`config.mk`:
```
export PLATFORM = sky130hd
export DESIGN_NAME = rgb_to_yuv420_converter_flat
export DESIGN_NICKNAME = d
export VERILOG_FILES = /design/src/rtl/core/rty_pkg.sv /design/src/rtl/core/rty_pixel_if.sv /design/src/rtl/core/rty_sample_if.sv /design/src/rtl/core/rgb_to_yuv420_converter.sv /design/src/rtl/core/rty_front.sv /design/src/rtl/core/rty_queue.sv /design/src/rtl/core/rty_back.sv /design/src/flat_wrapper.sv
export SDC_FILE = /design/constraint.sdc
export NUM_CORES = 1
export LEC_CHECK = 0
export BUFFER_PORTS_ARGS = -buffer_cell sky130_fd_sc_hd__buf_4
export CAP_MARGIN = 40
export CORE_ASPECT_RATIO = 1.1
export CORE_MARGIN = 3
export CORE_UTILIZATION = 55
export CTS_CLUSTER_SIZE = 24
export DETAILED_ROUTE_END_ITERATION = 10
export PLACE_DENSITY = 0.68
export SLEW_MARGIN = 20
export SYNTH_ARGS = -nofsm -noshare
export SYNTH_HDL_FRONTEND = slang
export SYNTH_SLANG_ARGS = --single-unit
```
`constraint.sdc`:
```
create_clock -name clk -period 10.5 [get_ports clk]
set_clock_uncertainty 0.05 [all_clocks]
set_input_delay 2.1 -clock clk [delete_from_list [all_inputs] [get_ports clk]]
set_output_delay 2.1 -clock clk [all_outputs]
set_load 0.02 [all_outputs]
```
`src/rtl/core/rty_pkg.sv`:
```
// Shared types, constants and codes of the RGB to YUV 4:2:0 converter.
`default_nettype none

package rty_pkg;

  // Largest image dimension that the counters are sized for.
  localparam int RTY_MAX_DIM = 4096;

  // Configuration port.
  localparam int CFG_W     = 13;
  localparam int CFG_IDX_W = 1;
  localparam logic [CFG_IDX_W-1:0] CFG_IMAGE_WIDTH  = 1'b0;
  localparam logic [CFG_IDX_W-1:0] CFG_IMAGE_HEIGHT = 1'b1;
  localparam logic [CFG_W-1:0]     RESET_WIDTH      = 13'd640;
  localparam logic [CFG_W-1:0]     RESET_HEIGHT     = 13'd480;

  // Payload widths.
  localparam int COMP_W       = 8;
  localparam int SAMPLE_W     = 8;
  localparam int PLANE_W      = 2;
  localparam int LUMA_IDX_W   = 24;
  localparam int CHROMA_IDX_W = 22;

  // Arithmetic: signed Q1.15 coefficients.
  localparam int COEF_W    = 16;
  localparam int PROD_W    = COMP_W + 1 + COEF_W;
  localparam int ACC_W     = PROD_W + 2;
  localparam int FRAC_BITS = 15;

  localparam logic signed [COEF_W-1:0] CY_R = 16'sd9798;
  localparam logic signed [COEF_W-1:0] CY_G = 16'sd19235;
  localparam logic signed [COEF_W-1:0] CY_B = 16'sd3736;
  localparam logic signed [COEF_W-1:0] CU_R = -16'sd4817;
  localparam logic signed [COEF_W-1:0] CU_G = -16'sd9470;
  localparam logic signed [COEF_W-1:0] CU_B = 16'sd14287;
  localparam logic signed [COEF_W-1:0] CV_R = 16'sd20152;
  localparam logic signed [COEF_W-1:0] CV_G = -16'sd16876;
  localparam logic signed [COEF_W-1:0] CV_B = -16'sd3277;
  localparam logic signed [ACC_W-1:0]  CHROMA_BIAS = 27'sd4194304;

  // Queue between the front and the back.
  localparam int QUEUE_DEPTH = 4;
  localparam int QUEUE_PTR_W = $clog2(QUEUE_DEPTH);

  typedef enum logic [PLANE_W-1:0] {
    PLANE_Y = 2'd0,
    PLANE_U = 2'd1,
    PLANE_V = 2'd2
  } plane_t;

  // One classified pixel as it waits in the queue.
  typedef struct packed {
    logic [COMP_W-1:0]       red;
    logic [COMP_W-1:0]       green;
    logic [COMP_W-1:0]       blue;
    logic                    chroma;
    logic [LUMA_IDX_W-1:0]   luma_idx;
    logic [CHROMA_IDX_W-1:0] chroma_idx;
    logic                    frame_done;
  } rty_item_t;

endpackage

`default_nettype wire

```
`src/rtl/core/rty_pixel_if.sv`:
```
// Input channel carrying one RGB pixel per transfer.
`default_nettype none

interface rty_pixel_if import rty_pkg::*; ();
  logic              valid;
  logic              ready;
  logic [COMP_W-1:0] red;
  logic [COMP_W-1:0] green;
  logic [COMP_W-1:0] blue;

  modport source (output valid, red, green, blue, input ready);
  modport sink   (input valid, red, green, blue, output ready);
endinterface

`default_nettype wire

```
`src/rtl/core/rty_sample_if.sv`:
```
// Result channel carrying one converted Y, U or V sample per transfer.
`default_nettype none

interface rty_sample_if import rty_pkg::*; ();
  logic                  valid;
  logic                  ready;
  logic [PLANE_W-1:0]    plane;
  logic [SAMPLE_W-1:0]   sample;
  logic [LUMA_IDX_W-1:0] plane_index;
  logic                  last;
  logic                  frame_done;

  modport source (output valid, plane, sample, plane_index, last, frame_done, input ready);
  modport sink   (input valid, plane, sample, plane_index, last, frame_done, output ready);
endinterface

`default_nettype wire

```
`src/rtl/core/rgb_to_yuv420_converter.sv`:
```
// Top level of the RGB to YUV 4:2:0 converter.
//
// The converter takes RGB pixels in raster order and returns BT.601-style
// samples on one result channel: a Y sample for every pixel, followed by a U
// and then a V sample for each pixel at an even column of an even row (chroma
// is taken from that top-left pixel, not averaged). Each result carries its
// plane code, the row-major index within its plane, a last flag on the final
// result of the pixel and a frame_done flag on every result of the frame's
// final pixel. The input side accepts one pixel per cycle as long as the
// four-entry queue between the front end and the back end has room; the back
// end produces one result per cycle while the output is not stalled, so a
// chroma pixel takes three results and any other pixel one, and the single
// result port sets the pace. A pixel is registered in the queue, then in the
// product stage and then in the output register. Writing image_width or
// image_height stores the value, clamped to 2..MAX_DIM, and restarts the
// frame; write them only while the converter is idle. There is no clearing
// pass after reset: the converter is ready in the first cycle after reset.
`default_nettype none

module rgb_to_yuv420_converter import rty_pkg::*; #(
  parameter int MAX_DIM = RTY_MAX_DIM
) (
  input  wire logic                 clk,
  input  wire logic                 rst_n,
  input  wire logic                 cfg_we,
  input  wire logic [CFG_IDX_W-1:0] cfg_index,
  input  wire logic [CFG_W-1:0]     cfg_wdata,
  rty_pixel_if.sink                 in_pix,
  rty_sample_if.source              out_smp
);

  // Classified pixels pass from the front end through the queue to the back end.
  logic      q_push;
  logic      q_pop;
  logic      q_full;
  logic      q_empty;
  rty_item_t q_item;
  rty_item_t q_head;

  // The front end keeps the counters and the dimension registers, and tags
  // each pixel with its plane indices and whether it carries chroma.
  rty_front #(
    .MAX_DIM (MAX_DIM)
  ) u_front (
    .clk       (clk),
    .rst_n     (rst_n),
    .cfg_we    (cfg_we),
    .cfg_index (cfg_index),
    .cfg_wdata (cfg_wdata),
    .in_pix    (in_pix),
    .q_full    (q_full),
    .q_push    (q_push),
    .q_item    (q_item)
  );

  // The queue lets the input keep flowing while the back end works through
  // the three results of a chroma pixel or waits on a stalled output.
  rty_queue u_queue (
    .clk       (clk),
    .rst_n     (rst_n),
    .push      (q_push),
    .push_item (q_item),
    .full      (q_full),
    .pop       (q_pop),
    .head      (q_head),
    .empty     (q_empty)
  );

  // The back end issues one plane per cycle while not stalled into a product
  // stage and a sum-and-clamp stage that ends in the output register.
  rty_back u_back (
    .clk     (clk),
    .rst_n   (rst_n),
    .q_empty (q_empty),
    .q_head  (q_head),
    .q_pop   (q_pop),
    .out_smp (out_smp)
  );

endmodule

`default_nettype wire

```
`src/rtl/core/rty_front.sv`:
```
// Front end: configuration registers, raster counters and pixel classification.
`default_nettype none

module rty_front import rty_pkg::*; #(
  parameter int MAX_DIM = RTY_MAX_DIM
) (
  input  wire logic                 clk,
  input  wire logic                 rst_n,
  input  wire logic                 cfg_we,
  input  wire logic [CFG_IDX_W-1:0] cfg_index,
  input  wire logic [CFG_W-1:0]     cfg_wdata,
  rty_pixel_if.sink                 in_pix,
  input  wire logic                 q_full,
  output logic                      q_push,
  output rty_item_t                 q_item
);

  localparam int DIM_W = $clog2(MAX_DIM + 1);
  localparam int COL_W = $clog2(MAX_DIM);

  // Out-of-range dimensions act as the nearest legal value.
  function automatic logic [DIM_W-1:0] dim_eff(input logic [CFG_W-1:0] v);
    logic [DIM_W-1:0] res;
    if (v < CFG_W'(2)) begin
      res = DIM_W'(2);
    end else if (v > CFG_W'(MAX_DIM)) begin
      res = DIM_W'(MAX_DIM);
    end else begin
      res = v[DIM_W-1:0];
    end
    return res;
  endfunction

  logic [DIM_W-1:0]        width_r, width_nxt;
  logic [DIM_W-1:0]        height_r, height_nxt;
  logic [COL_W-1:0]        column_r, column_nxt;
  logic [COL_W-1:0]        row_r, row_nxt;
  logic [LUMA_IDX_W-1:0]   luma_addr_r, luma_addr_nxt;
  logic [CHROMA_IDX_W-1:0] chroma_addr_r, chroma_addr_nxt;

  logic accept;
  logic chroma;
  logic row_end;
  logic frame_end;

  assign in_pix.ready = !q_full;
  assign accept       = in_pix.valid && !q_full;

  assign chroma    = !column_r[0] && !row_r[0];
  assign row_end   = (DIM_W'(column_r) + DIM_W'(1)) >= width_r;
  assign frame_end = row_end && ((DIM_W'(row_r) + DIM_W'(1)) >= height_r);

  always_comb begin
    q_push            = accept;
    q_item.red        = in_pix.red;
    q_item.green      = in_pix.green;
    q_item.blue       = in_pix.blue;
    q_item.chroma     = chroma;
    q_item.luma_idx   = luma_addr_r;
    q_item.chroma_idx = chroma_addr_r + CHROMA_IDX_W'(column_r >> 1);
    q_item.frame_done = frame_end;
  end

  always_comb begin
    width_nxt       = width_r;
    height_nxt      = height_r;
    column_nxt      = column_r;
    row_nxt         = row_r;
    luma_addr_nxt   = luma_addr_r;
    chroma_addr_nxt = chroma_addr_r;
    if (cfg_we) begin
      // A register write restarts the frame.
      unique case (cfg_index)
        CFG_IMAGE_WIDTH:  width_nxt  = dim_eff(cfg_wdata);
        CFG_IMAGE_HEIGHT: height_nxt = dim_eff(cfg_wdata);
      endcase
      column_nxt      = '0;
      row_nxt         = '0;
      luma_addr_nxt   = '0;
      chroma_addr_nxt = '0;
    end else if (accept) begin
      priority if (frame_end) begin
        column_nxt      = '0;
        row_nxt         = '0;
        luma_addr_nxt   = '0;
        chroma_addr_nxt = '0;
      end else if (row_end) begin
        // Leaving an odd row moves the chroma base to the next chroma row.
        if (row_r[0]) begin
          chroma_addr_nxt = chroma_addr_r + CHROMA_IDX_W'(width_r >> 1);
        end
        column_nxt    = '0;
        row_nxt       = row_r + COL_W'(1);
        luma_addr_nxt = luma_addr_r + LUMA_IDX_W'(1);
      end else begin
        column_nxt    = column_r + COL_W'(1);
        luma_addr_nxt = luma_addr_r + LUMA_IDX_W'(1);
      end
    end
  end

  always_ff @(posedge clk) begin
    if (!rst_n) begin
      width_r       <= dim_eff(RESET_WIDTH);
      height_r      <= dim_eff(RESET_HEIGHT);
      column_r      <= '0;
      row_r         <= '0;
      luma_addr_r   <= '0;
      chroma_addr_r <= '0;
    end else begin
      width_r       <= width_nxt;
      height_r      <= height_nxt;
      column_r      <= column_nxt;
      row_r         <= row_nxt;
      luma_addr_r   <= luma_addr_nxt;
      chroma_addr_r <= chroma_addr_nxt;
    end
  end

endmodule

`default_nettype wire

```
`src/rtl/core/rty_queue.sv`:
```
// Short show-ahead queue of classified pixels between the front and the back.
`default_nettype none

module rty_queue import rty_pkg::*; (
  input  wire logic       clk,
  input  wire logic       rst_n,
  input  wire logic       push,
  input  wire rty_item_t  push_item,
  output logic            full,
  input  wire logic       pop,
  output rty_item_t       head,
  output logic            empty
);

  rty_item_t              mem_r [QUEUE_DEPTH];
  logic [QUEUE_PTR_W-1:0] wr_ptr_r, wr_ptr_nxt;
  logic [QUEUE_PTR_W-1:0] rd_ptr_r, rd_ptr_nxt;
  logic [QUEUE_PTR_W:0]   count_r, count_nxt;

  assign full  = count_r == (QUEUE_PTR_W + 1)'(QUEUE_DEPTH);
  assign empty = count_r == '0;
  assign head  = mem_r[rd_ptr_r];

  always_comb begin
    wr_ptr_nxt = push ? wr_ptr_r + QUEUE_PTR_W'(1) : wr_ptr_r;
    rd_ptr_nxt = pop  ? rd_ptr_r + QUEUE_PTR_W'(1) : rd_ptr_r;
    count_nxt  = count_r + (QUEUE_PTR_W + 1)'(push) - (QUEUE_PTR_W + 1)'(pop);
  end

  always_ff @(posedge clk) begin
    if (push) begin
      mem_r[wr_ptr_r] <= push_item;
    end
  end

  always_ff @(posedge clk) begin
    if (!rst_n) begin
      wr_ptr_r <= '0;
      rd_ptr_r <= '0;
      count_r  <= '0;
    end else begin
      wr_ptr_r <= wr_ptr_nxt;
      rd_ptr_r <= rd_ptr_nxt;
      count_r  <= count_nxt;
    end
  end

endmodule

`default_nettype wire

```
`src/rtl/core/rty_back.sv`:
```
// Back end: issues Y, and U and V for chroma pixels, multiplies, sums, clamps and drives results.
`default_nettype none

module rty_back import rty_pkg::*; (
  input  wire logic      clk,
  input  wire logic      rst_n,
  input  wire logic      q_empty,
  input  wire rty_item_t q_head,
  output logic           q_pop,
  rty_sample_if.source   out_smp
);

  plane_t state_r, state_nxt;

  logic                     issue;
  logic                     a_ready;
  logic                     b_ready;
  logic signed [COEF_W-1:0] coef_r, coef_g, coef_b;
  logic                     iss_bias;
  logic                     iss_last;
  logic [LUMA_IDX_W-1:0]    iss_index;

  // Product stage.
  logic                     a_valid_r;
  logic signed [PROD_W-1:0] a_pr_r, a_pg_r, a_pb_r;
  logic                     a_bias_r;
  plane_t                   a_plane_r;
  logic [LUMA_IDX_W-1:0]    a_index_r;
  logic                     a_last_r;
  logic                     a_done_r;

  // Sum, clamp and output register.
  logic signed [ACC_W-1:0]       acc;
  logic [ACC_W-FRAC_BITS-2:0]    quot;
  logic [SAMPLE_W-1:0]           clamped;
  logic                          out_valid_r;
  plane_t                        out_plane_r;
  logic [SAMPLE_W-1:0]           out_sample_r;
  logic [LUMA_IDX_W-1:0]         out_index_r;
  logic                          out_last_r;
  logic                          out_done_r;

  assign b_ready = !out_valid_r || out_smp.ready;
  assign a_ready = !a_valid_r || b_ready;
  assign issue   = !q_empty && a_ready;

  // Next plane to issue for the pixel at the queue head.
  always_comb begin
    state_nxt = state_r;
    if (issue) begin
      unique case (state_r)
        PLANE_Y: state_nxt = q_head.chroma ? PLANE_U : PLANE_Y;
        PLANE_U: state_nxt = PLANE_V;
        PLANE_V: state_nxt = PLANE_Y;
        default: state_nxt = PLANE_Y;
      endcase
    end
  end

  always_comb begin
    coef_r    = CY_R;
    coef_g    = CY_G;
    coef_b    = CY_B;
    iss_bias  = 1'b0;
    iss_last  = 1'b1;
    iss_index = q_head.luma_idx;
    unique case (state_r)
      PLANE_Y: begin
        iss_last = !q_head.chroma;
      end
      PLANE_U: begin
        coef_r    = CU_R;
        coef_g    = CU_G;
        coef_b    = CU_B;
        iss_bias  = 1'b1;
        iss_last  = 1'b0;
        iss_index = LUMA_IDX_W'(q_head.chroma_idx);
      end
      PLANE_V: begin
        coef_r    = CV_R;
        coef_g    = CV_G;
        coef_b    = CV_B;
        iss_bias  = 1'b1;
        iss_index = LUMA_IDX_W'(q_head.chroma_idx);
      end
      default: begin
        iss_last = 1'b1;
      end
    endcase
    q_pop = issue && iss_last;
  end

  always_ff @(posedge clk) begin
    if (issue) begin
      a_pr_r    <= $signed({1'b0, q_head.red})   * coef_r;
      a_pg_r    <= $signed({1'b0, q_head.green}) * coef_g;
      a_pb_r    <= $signed({1'b0, q_head.blue})  * coef_b;
      a_bias_r  <= iss_bias;
      a_plane_r <= state_r;
      a_index_r <= iss_index;
      a_last_r  <= iss_last;
      a_done_r  <= q_head.frame_done;
    end
  end

  // Floor by dropping the fraction, then clamp to the sample range.
  always_comb begin
    acc  = ACC_W'(a_pr_r) + ACC_W'(a_pg_r) + ACC_W'(a_pb_r)
         + (a_bias_r ? CHROMA_BIAS : '0);
    quot = acc[ACC_W-2:FRAC_BITS];
    if (acc[ACC_W-1]) begin
      clamped = '0;
    end else if (|quot[ACC_W-FRAC_BITS-2:SAMPLE_W]) begin
      clamped = '1;
    end else begin
      clamped = quot[SAMPLE_W-1:0];
    end
  end

  always_ff @(posedge clk) begin
    if (b_ready) begin
      out_plane_r  <= a_plane_r;
      out_sample_r <= clamped;
      out_index_r  <= a_index_r;
      out_last_r   <= a_last_r;
      out_done_r   <= a_done_r;
    end
  end

  always_ff @(posedge clk) begin
    if (!rst_n) begin
      state_r     <= PLANE_Y;
      a_valid_r   <= 1'b0;
      out_valid_r <= 1'b0;
    end else begin
      state_r <= state_nxt;
      if (a_ready) begin
        a_valid_r <= issue;
      end
      if (b_ready) begin
        out_valid_r <= a_valid_r;
      end
    end
  end

  assign out_smp.valid       = out_valid_r;
  assign out_smp.plane       = out_plane_r;
  assign out_smp.sample      = out_sample_r;
  assign out_smp.plane_index = out_index_r;
  assign out_smp.last        = out_last_r;
  assign out_smp.frame_done  = out_done_r;

endmodule

`default_nettype wire

```
`src/flat_wrapper.sv`:
```
// flat-port wrapper written by rule: the top's interface ports become plain ports
module rgb_to_yuv420_converter_flat import rty_pkg::*;
#(
  parameter int MAX_DIM = RTY_MAX_DIM
)
  (clk, rst_n, cfg_we, cfg_index, cfg_wdata, in_pix_valid, in_pix_red, in_pix_green, in_pix_blue, in_pix_ready, out_smp_valid, out_smp_plane, out_smp_sample, out_smp_plane_index, out_smp_last, out_smp_frame_done, out_smp_ready);
  rty_pixel_if in_pix_i ();
  rty_sample_if out_smp_i ();
  input  wire logic clk;
  input  wire logic rst_n;
  input  wire logic cfg_we;
  input  wire logic [CFG_IDX_W-1:0] cfg_index;
  input  wire logic [CFG_W-1:0] cfg_wdata;
  input wire logic [$bits(in_pix_i.valid)-1:0] in_pix_valid;
  input wire logic [$bits(in_pix_i.red)-1:0] in_pix_red;
  input wire logic [$bits(in_pix_i.green)-1:0] in_pix_green;
  input wire logic [$bits(in_pix_i.blue)-1:0] in_pix_blue;
  output wire logic [$bits(in_pix_i.ready)-1:0] in_pix_ready;
  output wire logic [$bits(out_smp_i.valid)-1:0] out_smp_valid;
  output wire logic [$bits(out_smp_i.plane)-1:0] out_smp_plane;
  output wire logic [$bits(out_smp_i.sample)-1:0] out_smp_sample;
  output wire logic [$bits(out_smp_i.plane_index)-1:0] out_smp_plane_index;
  output wire logic [$bits(out_smp_i.last)-1:0] out_smp_last;
  output wire logic [$bits(out_smp_i.frame_done)-1:0] out_smp_frame_done;
  input wire logic [$bits(out_smp_i.ready)-1:0] out_smp_ready;
  assign in_pix_i.valid = in_pix_valid;
  assign in_pix_i.red = in_pix_red;
  assign in_pix_i.green = in_pix_green;
  assign in_pix_i.blue = in_pix_blue;
  assign in_pix_ready = in_pix_i.ready;
  assign out_smp_valid = out_smp_i.valid;
  assign out_smp_plane = out_smp_i.plane;
  assign out_smp_sample = out_smp_i.sample;
  assign out_smp_plane_index = out_smp_i.plane_index;
  assign out_smp_last = out_smp_i.last;
  assign out_smp_frame_done = out_smp_i.frame_done;
  assign out_smp_i.ready = out_smp_ready;
  rgb_to_yuv420_converter #(.MAX_DIM(MAX_DIM)) u_core (.clk(clk), .rst_n(rst_n), .cfg_we(cfg_we), .cfg_index(cfg_index), .cfg_wdata(cfg_wdata), .in_pix(in_pix_i), .out_smp(out_smp_i));
endmodule
```
==> results of run 1 <==
## layout make-up
| type | count | area [um2] |
|---|---|---|
| antenna | 2 | 5.005 |
| clock buffer | 73 | 1478 |
| clock inverter | 31 | 262.8 |
| fill | 4963 | 24270 |
| inverter | 523 | 1963 |
| multi-input combinational | 1758 | 17840 |
| sequential | 537 | 15040 |
| tap | 833 | 1042 |
| timing repair buffer | 106 | 920.9 |
## registers in the layout, indices dropped and copies added, names as in the netlist, 3 cells and up, named ones only
signal and count:
u_core.u_front.height_r 13, u_core.u_front.row_r 12, u_core.u_front.luma_addr_r 24, u_core.u_back.out_smp.plane_index 24, u_core.u_front.chroma_addr_r 22, u_core.u_back.out_smp.sample 8, u_core.u_back.a_index_r 24, u_core.u_front.column_r 12
u_core.u_back.a_pr_r 25, u_core.u_queue.mem_r 288, u_core.u_back.a_pg_r 25, u_core.u_back.a_pb_r 25, u_core.u_front.width_r 13, u_core.u_queue.count_r 3
## logic make-up after synthesis
| group | Yosys count |
|---|---|
| AOI/OAI and AO/OA | 332 |
| xor gates and xnor gates | 175 |
| adders and majority gates | 560 |
| buffers and inverters | 597 |
| DFF | 537 |
| muxes | 96 |
| and+or+nand+nor | 595 |
## cell usage in the layout, fill, tap and decap left out, drive strengths merged, types with 53 or more instances in the layout
| cell type | netlist | routed |
|---|---|---|
| edfxtp | 428 | 428 |
| dfxtp | 109 | 109 |
| ha | 273 | 273 |
| xor2 | 75 | 75 |
| and2 | 54 | 54 |
| nor2b | 53 | 53 |
| nand3 | 54 | 54 |
| clkbuf | 59 | 74 |
| inv | 523 | 528 |
| nand2 | 157 | 157 |
| a21oi | 96 | 96 |
| buf | 15 | 105 |
| mux4 | 72 | 72 |
| xnor2 | 100 | 100 |
| nor2 | 121 | 121 |
| fa | 287 | 287 |
## through the flow
step | area (um2) | hold slack [ns]
after detailed placement | 36770 | 0.3556
after global placement | 36600 | 0.3535
after floorplan | 35100 | 0.3503
final | 38550 | 0.3690
after CTS | 38510 | 0.3708
after global routing | 38550 | 0.3793
## final timing paths
check | depth (start not counted) | start | slack [ns] | end
worst max-delay path | 21 | u_core.u_back.state_r[0] | 3.85 | u_core.u_back.a_pb_r[24]
worst min-delay path | 0 | u_core.u_back.a_index_r[18] | 0.37 | u_core.u_back.out_smp.plane_index[18]
worst max register to register | 21 | u_core.u_back.state_r[0] | 3.85 | u_core.u_back.a_pb_r[24]
worst min register to register | 0 | u_core.u_back.a_index_r[18] | 0.37 | u_core.u_back.out_smp.plane_index[18]
## routing by layer
layer	vias to the layer above	routed length [um]
met5	-	15
met3	126	2656
met2	394	38650
met1	10610	31360
li1	9968	-
met4	2	2671
==> impl_metrics.toml, run 1 <==
[status]
status = "complete, no violations"

[grt]
grt_pass1_wl_um = 121600
grtUsageMet2_pct = 41.15
grt_use_met1_pct = 29.50
grtUsageMet3_pct = 3.301
grt_overflow_total = 0
busiest_layer = "met2"
grt_pass1_vias = 22630
grt_max_degree = 60
antenna_found_initial = 3
grt_usage_pct = 23.29

[clock_network]
root_buffer = "clkbuf_16"
cts_resized = 0
h-tree-depth = 2
cts.path.max_buffers = 3
cts_buffers = 55
numClockSinks = 537
cts_tree = "done"
clk_pin_slew_ns = 0.06
clk_latency_ns = 0.62
cts_hold_buf = 0
post-cts-setup-buffers = 0

[synthesis]
synth_top_area_share_pct = 36.62
async_flop_share_pct = 0
ys_seq_area_share_pct = 42.84
synth-seq-cells = 537
netlist_instances = 2892
synth-adder-area-share_pct = 26.10
syn_nets = 3495
synth_flop_cell = "edfxtp_1"
netlist_top_cells_count = "inv_1 (523), edfxtp_1 (428), fa_1 (287)"
synthMuxAreaShare_pct = 5.387
synth_top_family_by_area = "adder cells"
synth_compound_area_share_pct = 6.410
synth_edf_count = 428
syn_area_um2 = 35100
avgSynthCellArea_um2 = 12.14
synth_area_leaders = "edfxtp_1 (37%), fa_1 (16%), ha_1 (9.7%), dfxtp_1 (6.2%), inv_1 (5.6%)"
synth.most_common_cell = "inv_1"
synth_warnings = 0
synthXorXnorAreaFrac_pct = 4.388
synth_simple_gate_area_share_pct = 8.431
synth_top_cell_by_area = "edfxtp_1"
synth_cell_types = 73

[setup_path]
cp_top_family = "adder cells"
path_cells = "inv_1 > ha_2 > buf_4 > nand2_1 > fa_1 > inv_1 > fa_1 > fa_1 > inv_1 > fa_1 > inv_1 > ha_1 > or2_2 > a21oi_1 > a21oi_1 > a41oi_1 > a21oi_1 > nand4_1 > nand2_1 > a221oi_1 > xnor2_1"
worstSetupPathType = "reg2reg"
start_kind = "register"
cp_slowest_cell = "buf_4"
end_kind = "register"
path_buf_inv = 5
cp.arrival_ns = 6.96
cp_slowest_stage_delay_ns = 0.68
worst-endpoint-required_ns = 10.81
cp_max_fo = 59

[floorplan]
ios = 81
num_rows = 96
die_area_um2 = 66880
start_util_pct = 55.87
die_x_um = 246.9
die_h_um = 270.9
core-area_um2 = 62820

[routing]
wl_per_cell_um = 19.51
drt_iter0_drc = 1065
vias = 21100
totalWireLength_um = 75360
vias_per_cell = 5.462
first_pass_iters = 5
antenna_left = 0
drc = 0

[place]
gp_congestion = 0.9485
placedCellCount = 3754
post-place-ws_ns = 3.880
io_buffers = 80
dp_hpwl_um = 57730

[finish]
finish.utilization_pct = 61.37
final_net_count = 3584
area_growth_pct = 9.843
drive_above_1_share_pct = 10.60
layoutNonFillerInstCount = 3863

[sta]
fin_ws_ns = 3.852
fmaxAchievable_mhz = 150.4
slew_headroom_pct = 44.92
setup_tns_ns = 0
finalCriticalPeriod_ns = 6.648
rsz0062_at_grt = "false"
worst_pin_slew_ns = 0.8263
setup_violations = 0
post-route-period-util_pct = 63.31
slew_viol_final = 0
final_hold_viol_count = 0

[job]
cap_violations = 0

[worst_hold_path]
hold_class = "reg2reg"
Power of run 1 is left out: the tool's default activity adds up to more than one toggle a clock period on the data nets, which glitch-free logic cannot reach.
==> run 2: changes to the inputs <==
--- a/config.mk
+++ b/config.mk
@@ -12,7 +12,7 @@
 export CORE_UTILIZATION = 55
 export CTS_CLUSTER_SIZE = 24
 export DETAILED_ROUTE_END_ITERATION = 10
-export PLACE_DENSITY = 0.68
+export PLACE_DENSITY = 0.71
 export SLEW_MARGIN = 20
 export SYNTH_ARGS = -nofsm -noshare
 export SYNTH_HDL_FRONTEND = slang
==> constraint.sdc (replaced) <==
create_clock -name clk -period 6.1 [get_ports clk]
set_clock_uncertainty 0.05 [all_clocks]
set_input_delay 1.22 -clock clk [delete_from_list [all_inputs] [get_ports clk]]
set_output_delay 1.22 -clock clk [all_outputs]
set_load 0.02 [all_outputs]
==> run 2 against run 1 <==
Compared with the run above:
- wire length shrank 0.16%
- core utilization grew 0.69 points
- setup slack lost 3.6 ns
- highest routed layer is now met4
- cell count grew 0.80%
- count of clock-buffer cells in the layout shrank 3
==> impl_metrics.toml, run 2 (synthesis results as in run 1) <==
[clock_network]
h-tree-depth = 2
root_buffer = "clkbuf_16"
clk_latency_ns = 0.63
clk_pin_slew_ns = 0.06
cts_buffers = 53
cts.path.max_buffers = 3
cts_hold_buf = 0
numClockSinks = 537
cts_tree = "done"

[setup_path]
worstSetupPathType = "reg2reg"
rr_endpoint = "u_core.u_back.a_pb_r[21]"
end_kind = "register"
cp_max_fo = 12
start_kind = "register"
worst-endpoint-required_ns = 6.40
reg2reg_slack_ns = 0.23
cp.arrival_ns = 6.17
reg2reg_depth = 20

[routing]
wl_per_cell_um = 19.32
drt_iter0_drc = 997
first_pass_iters = 5
vias = 21090
vias_per_cell = 5.417
drc = 0
totalWireLength_um = 75240
antenna_left = 0

[floorplan]
ios = 81
die_x_um = 246.9
num_rows = 96
die_area_um2 = 66880
core-area_um2 = 62820
die_h_um = 270.9
start_util_pct = 55.87

[finish]
regMostFlops = "u_core.u_queue.mem_r"
final_cell_mix = "inv_1 (521), edfxtp_1 (428), fa_1 (285)"
final_net_count = 3619
area_growth_pct = 11.07
layoutNonFillerInstCount = 3894
largest_reg_flops = 288
final_common_cell = "inv_1"
finish.utilization_pct = 62.06
drive_above_1_share_pct = 12.28
antenna_cells = 0

[sta]
hold_slack_ns = 0.3684
post-route-period-util_pct = 96.18
slew_viol_final = 0
worst_pin_slew_ns = 0.8291
fin_ws_ns = 0.2331
setup_violations = 0
slew_headroom_pct = 44.73
final_hold_viol_count = 0
fmaxAchievable_mhz = 170.4
finalCriticalPeriod_ns = 5.867

[grt]
grt_pass1_wl_um = 120900
grt_overflow_total = 0
grt_pass1_vias = 22750
grt_max_degree = 55
grt_usage_pct = 23.07
antenna_found_initial = 0

[status]
status = "complete, no violations"

[worst_hold_path]
hold_depth = 0
hold_class = "reg2reg"
min_from = "u_core.u_back.a_index_r[21]"
whs_endpoint = "u_core.u_back.out_smp.plane_index[21]"

[job]
cap_violations = 0

[place]
post-place-ws_ns = 0.03953
dp_hpwl_um = 57960
io_buffers = 80
gp_congestion = 0.9191
placedCellCount = 3772
-- run 2: cell count changes in the layout (fill, tap and decap cells not counted), sizes merged, moves of 2 or more --
cell / delta
bufinv: +4
diode: -2
buf: +37
inv: -2
clkbuf: -3
clkinv: -2
-- run 2: layout make-up --
type | count | area (um2)
sequential | 537 | 15040
timing repair buffer | 143 | 1181
clock buffer | 70 | 1460
clock inverter | 30 | 351.6
multi-input combinational | 1758 | 17940
inverter | 523 | 1963
tap | 833 | 1042
fill | 4900 | 23840
-- run 2: worst max-delay path: stages (launching register included) --
cell and delay, ns:
dfxtp_4 0.43, buf_4 0.20, buf_16 0.17, mux4_2 0.62, buf_4 0.18, nand2_1 0.21
fa_2 0.56, fa_1 0.51, inv_1 0.05, fa_1 0.49, inv_1 0.06, fa_1 0.54
inv_1 0.04, ha_1 0.37, a21o_1 0.20, a21o_1 0.17, a21oi_1 0.18, o21ai_2 0.11
a21o_1 0.18, a21oi_1 0.17, xnor2_1 0.10
-- run 2: worst max path at each step --
stage / cells after the start / endpoint / slack, ns / from
after detailed placement: 19 / u_core.u_back.a_pr_r[22] / 0.04 / register
after global routing: 22 / u_core.u_back.a_pg_r[24] / -0.01 / register
final: 20 / u_core.u_back.a_pb_r[21] / 0.23 / register
after CTS: 21 / u_core.u_back.a_pr_r[22] / 0.02 / u_core.u_back.state_r[0]
after floorplan: 22 / u_core.u_back.a_pr_r[22] / 0.03 / register
after global placement: 19 / u_core.u_back.a_pr_r[22] / 0.21 / register
-- run 2: per-stage QoR --
step                       TNS, ns  area (um2)
after floorplan                  0       35110
after global placement           0       36790
after detailed placement         0       36850
after CTS                        0       38690
after global routing      -0.01532       38980
final                            0       38980
-- run 2: layer usage --
layer / wire (um) / track usage (%) / up-vias
li1: - / - / 10040
met1: 31660 / 29.44 / 10560
met2: 39060 / 41.26 / 372
met3: 2308 / 2.835 / 118
met4: 2207 / 6.675 / 0
met5: 0 / 0 / -
-- run 2: timing repair --
action / CTS / global route
resized for setup: 0 / 29
endpoints found under the hold margin: 0 / 0
endpoints found under the setup margin: 1 / 19
pin swaps: 0 / 2
gates cloned: 0 / 1
buffers inserted: 4 / 16
Power of run 2 is left out for the same reason.
